==> config.mk <==
export PLATFORM = sky130hd
export DESIGN_NAME = ter_div
export DESIGN_NICKNAME = d
export VERILOG_FILES = /design/src/rtl/ter_div.sv
export SDC_FILE = /design/constraint.sdc
export NUM_CORES = 1
export LEC_CHECK = 0
export BUFFER_PORTS_ARGS = -buffer_cell sky130_fd_sc_hd__clkbuf_2
export CAP_MARGIN = 20
export CORE_ASPECT_RATIO = 0.8
export CORE_MARGIN = 4
export CORE_UTILIZATION = 40
export DETAILED_ROUTE_END_ITERATION = 8
export PLACE_DENSITY = 0.71
export SYNTH_ARGS = -nofsm -noshare
export SYNTH_HDL_FRONTEND = slang
export SYNTH_SLANG_ARGS = --single-unit
export TNS_END_PERCENT = 5
==> constraint.sdc <==
create_clock -name clk -period 7.7 [get_ports clk]
set_clock_uncertainty 0.15 [all_clocks]
set_input_delay 0.385 -clock clk [delete_from_list [all_inputs] [get_ports clk]]
set_output_delay 0.385 -clock clk [all_outputs]
set_load 0.02 [all_outputs]
==> src/rtl/ter_div.sv <==
// Restoring unsigned divider, one quotient bit per cycle.
module ter_div #(
	parameter int N_W = 59,
	parameter int D_W = 35
) (
	input  logic           clk,
	input  logic           arst_n,
	input  logic           start,
	input  logic [N_W-1:0] dividend,
	input  logic [D_W-1:0] divisor,
	output logic           done,
	output logic [N_W-1:0] quotient
);

	localparam int CNT_W = $clog2(N_W + 1);

	logic             busy_q;
	logic             done_q;
	logic [CNT_W-1:0] cnt_q;
	logic [N_W-1:0]   quo_q;
	logic [D_W-1:0]   rem_q;
	logic [D_W-1:0]   den_q;
	logic [D_W:0]     rem_sh;
	logic [D_W:0]     rem_nx;
	logic             fits;

	always_comb begin
		rem_sh = {rem_q, quo_q[N_W-1]};
		fits   = rem_sh >= {1'b0, den_q};
		rem_nx = fits ? rem_sh - {1'b0, den_q} : rem_sh;
	end

	always_ff @(posedge clk or negedge arst_n) begin
		if (!arst_n) begin
			busy_q <= 1'b0;
			done_q <= 1'b0;
			cnt_q  <= '0;
		end else begin
			done_q <= busy_q && (cnt_q == CNT_W'(1));
			if (start) begin
				busy_q <= 1'b1;
				cnt_q  <= CNT_W'(N_W);
			end else if (busy_q) begin
				cnt_q <= cnt_q - CNT_W'(1);
				if (cnt_q == CNT_W'(1))
					busy_q <= 1'b0;
			end
		end
	end

	always_ff @(posedge clk) begin
		if (start) begin
			quo_q <= dividend;
			rem_q <= '0;
			den_q <= divisor;
		end else if (busy_q) begin
			quo_q <= {quo_q[N_W-2:0], fits};
			rem_q <= rem_nx[D_W-1:0];
		end
	end

	assign done     = done_q;
	assign quotient = quo_q;

endmodule
==> results.md <==
- Synth unique cells: 52
- Net count, final: just under 1k
- Total number of vias: 5533
- Seq/Total Area, Yosys: 0.499
- Syn_nets: 793
- Reg-to-Reg Start: quotient[58]$_DFFE_PP_
- Mean routed wirelength per cell: approximately 16 µm
- Antenna violations before repair: 0
- Synthesis-to-finish area growth: 25.5%
- CP startpoint: quotient[58]$_DFFE_PP_
- Final Util: 0.514
- Worst slew margin: 0.467
- Critical Path End Type: flip-flop
- Largest net degree at the start of global routing: 54
- IO Count: 157
- # fillers: 1675
- Remaining routing DRC violations: 0
- Startpoint class of the critical path: flip-flop
- Mapped Cells: 658
- Post-synth top area cell: edfxtp_1
- CTS clk-pin slew, worst paths: approximately 0.06 ns
- Postcts setup bufs: 0
- Via density: 5.02
- Mapped Avg Cell Area: 11.3 µm²
- Die X: approximately 160 µm
- Gpl congestion: 0.859
- Drt first pass iters: 6
- CTS tree: yes
- Post-synth EDFFs: 94
- Yosys warns: 0
- Primary FF master, synth: edfxtp_1
- HPWL Detailed: 12.7 mm
- DRT Wirelength: 17.5 mm
- Layout cells sized above 1: 0.318
- Maximum fanout along the worst path: 24
- Max-cap violations: 0
- Clk root buf: clkbuf_16
- Global-route usage over all layers: 0.172
- RSZ-0062 raised after global routing: no
- Outcome: completed
- Setup violators final: 0
- Worst Path Arrival: between 4 and 5 ns
- Vias in the first global route: 5582
- Worst Hold Class: in -> reg
- Placeable Area: 18200 µm²
- CTS Sinks: 137
- Global-route wire length before repair: 28.6 mm
- Top post-synthesis cells by area: edfxtp_1 (38%), dfxtp_1 (9.4%), mux2_2 (9.1%)
- Tcrit/Tclk final: 0.528
- Pleak: 4.06 nW
- Power Density: about 210 nW/µm²
- Clock Tree Buf Depth: 2
- Fin crit period: 4.06 ns
- Drt initial violations: 331
- Final max-slew violation count: 0
- H-Tree Depth: 4
- Final Hold Fails: 0
- Routed Antenna Nets: 0
- Synth top cells by count: edfxtp_1 (94), mux2_2 (60), nor2_1 (53)
- Kind of critical path: reg -> reg
- Fmax: 0.246 GHz
- # resized after CTS: 0
- Initial core utilization: 0.409
- DIE HEIGHT: 130 µm
- Worst hold margin: 0.0252 ns
- Peak VDD IR: roughly 130 µV
- Slew @ Worst Pin: 0.800 ns
- ANT cells: 0
- Grt ovf: 0
- Port bufs: 156
- Hold wc startpoint: divisor[0]
- Most numerous cell in the Yosys netlist: edfxtp_1
- # hold bufs at CTS: 34
- Total CTS buffers: 17
- Netlist Area Pre-Place: 7460 µm²
- WP data required: 7.88 ns
- Setup TNS: 0 ns
- Full die area: between 20000 and 25000 µm²
- Async SR Flop Fraction: 0.0584
- Site Rows: 44
- Clk_lat worst skew: 0.42 ns
- Yosys reg bits: 137
- Post-synth top area share: 0.378
==> cell families (layout without fill, tap and decap cells) <==
kind of cell             after synthesis  in the layout  synth area share
multiplexers                          92             92             0.134
buffers and inverters                 81            273            0.0449
AO/OA/AOI/OAI                        147            147             0.138
adder cells (fa/ha/maj)               38             38            0.0647
AND/OR/NAND/NOR                      128            128            0.0785
XOR/XNOR                              35             35            0.0411
flip-flops                           137            137             0.499
==> stage by stage <==
step | std cells | area, µm² | worst slack [ns] | total power [mW]
after global routing | 1103 | 9360 | 3.41 | 2.02
after CTS | 1103 | 9360 | 3.62 | 1.96
final | 1103 | 9360 | 3.64 | 1.94
after global placement | 1037 | 8440 | 3.79 | 1.13
after floorplan | 658 | 7460 | 4.54 | 1.04
after detailed placement | 1037 | 8440 | 3.63 | 1.13
==> state kept, by name (all words and copies together) (netlist names) <==
name,flops
quotient,59
den_q,35
rem_q,35
cnt_q,6
busy_q,1
done,1
==> cell type report <==
class	instances	area [µm²]	area share
clock buffers	18	429	0.0458
clock inverters	14	156	0.0167
inverters	46	173	0.0184
multi-input cells	440	3400	0.363
flip-flops and latches	137	3720	0.398
well taps	253	317	0.0338
repair buffers	195	1160	0.124
==> metal layers <==
layer	wire [µm]	vias to the layer above	global-route usage
li1	-	2764	-
met1	8410	2590	0.230
met2	7700	170	0.267
met3	1200	9	0.0565
met4	196	0	0.0531
met5	0	-	0
==> where the power goes <==
part | total [mW] | leakage, nW | internal (mW) | switching, mW
clock network | 0.810 | 0.281 | 0.459 | 0.350
logic | 0.257 | 2.44 | 0.114 | 0.143
registers | 0.873 | 1.34 | 0.846 | 0.0271
total | 1.94 | 4.06 | 1.42 | 0.521
==> worst max-delay path, cell delays in order (launching register included) <==
cell and delay (ns):
edfxtp_1 0.35, inv_1 0.06, ha_1 0.23, fa_1 0.41, nand2b_1 0.20, a21oi_2 0.17
o21ai_2 0.12, o21ai_2 0.19, a221o_2 0.24, a21oi_4 0.09, a22oi_4 0.70, buf_4 0.47
nand2_1 0.10, mux2_2 0.28, a311oi_2 0.22
==> worst paths after layout <==
| check | to | slack, ns | depth (start not counted) |
|---|---|---|---|
| max | rem_q[31]$_SDFFE_PP0P_ | 3.64 | 14 |
| min | den_q[0]$_DFFE_PP_ | 0.03 | 1 |
| max reg2reg | rem_q[31]$_SDFFE_PP0P_ | 3.64 | 14 |
| min reg2reg | rem_q[34]$_SDFFE_PP0P_ | 0.33 | 2 |
| max in group asynchronous | busy_q$_DFF_PN0_ | 7.00 | 2 |
| min in group asynchronous | cnt_q[0]$_DFFE_PN0P_ | 0.20 | 2 |
==> placed cells by master, fill, tap and decap left out, drive strengths merged, types with 2 or more instances in the layout <==
master / synthesis / layout
xor2: 13 / 13
o21a: 2 / 2
nand3: 13 / 13
mux2i: 31 / 31
o21ai: 20 / 20
dfxtp: 35 / 35
xnor2: 22 / 22
nand2: 28 / 28
buf: 9 / 6
and3: 5 / 5
dlygate4sd3: 0 / 34
nor2b: 2 / 2
a21oi: 46 / 46
nand2b: 10 / 10
dfrtp: 8 / 8
clkinvlp: 0 / 2
nand4: 8 / 8
a211oi: 36 / 36
a21o: 19 / 19
nor3: 4 / 4
clkbuf: 26 / 173
mux2: 61 / 61
ha: 37 / 37
o211ai: 7 / 7
a21boi: 4 / 4
nor2: 53 / 53
clkinv: 0 / 3
edfxtp: 94 / 94
o21bai: 5 / 5
inv: 46 / 54
Power figures use the tool's default switching activity.
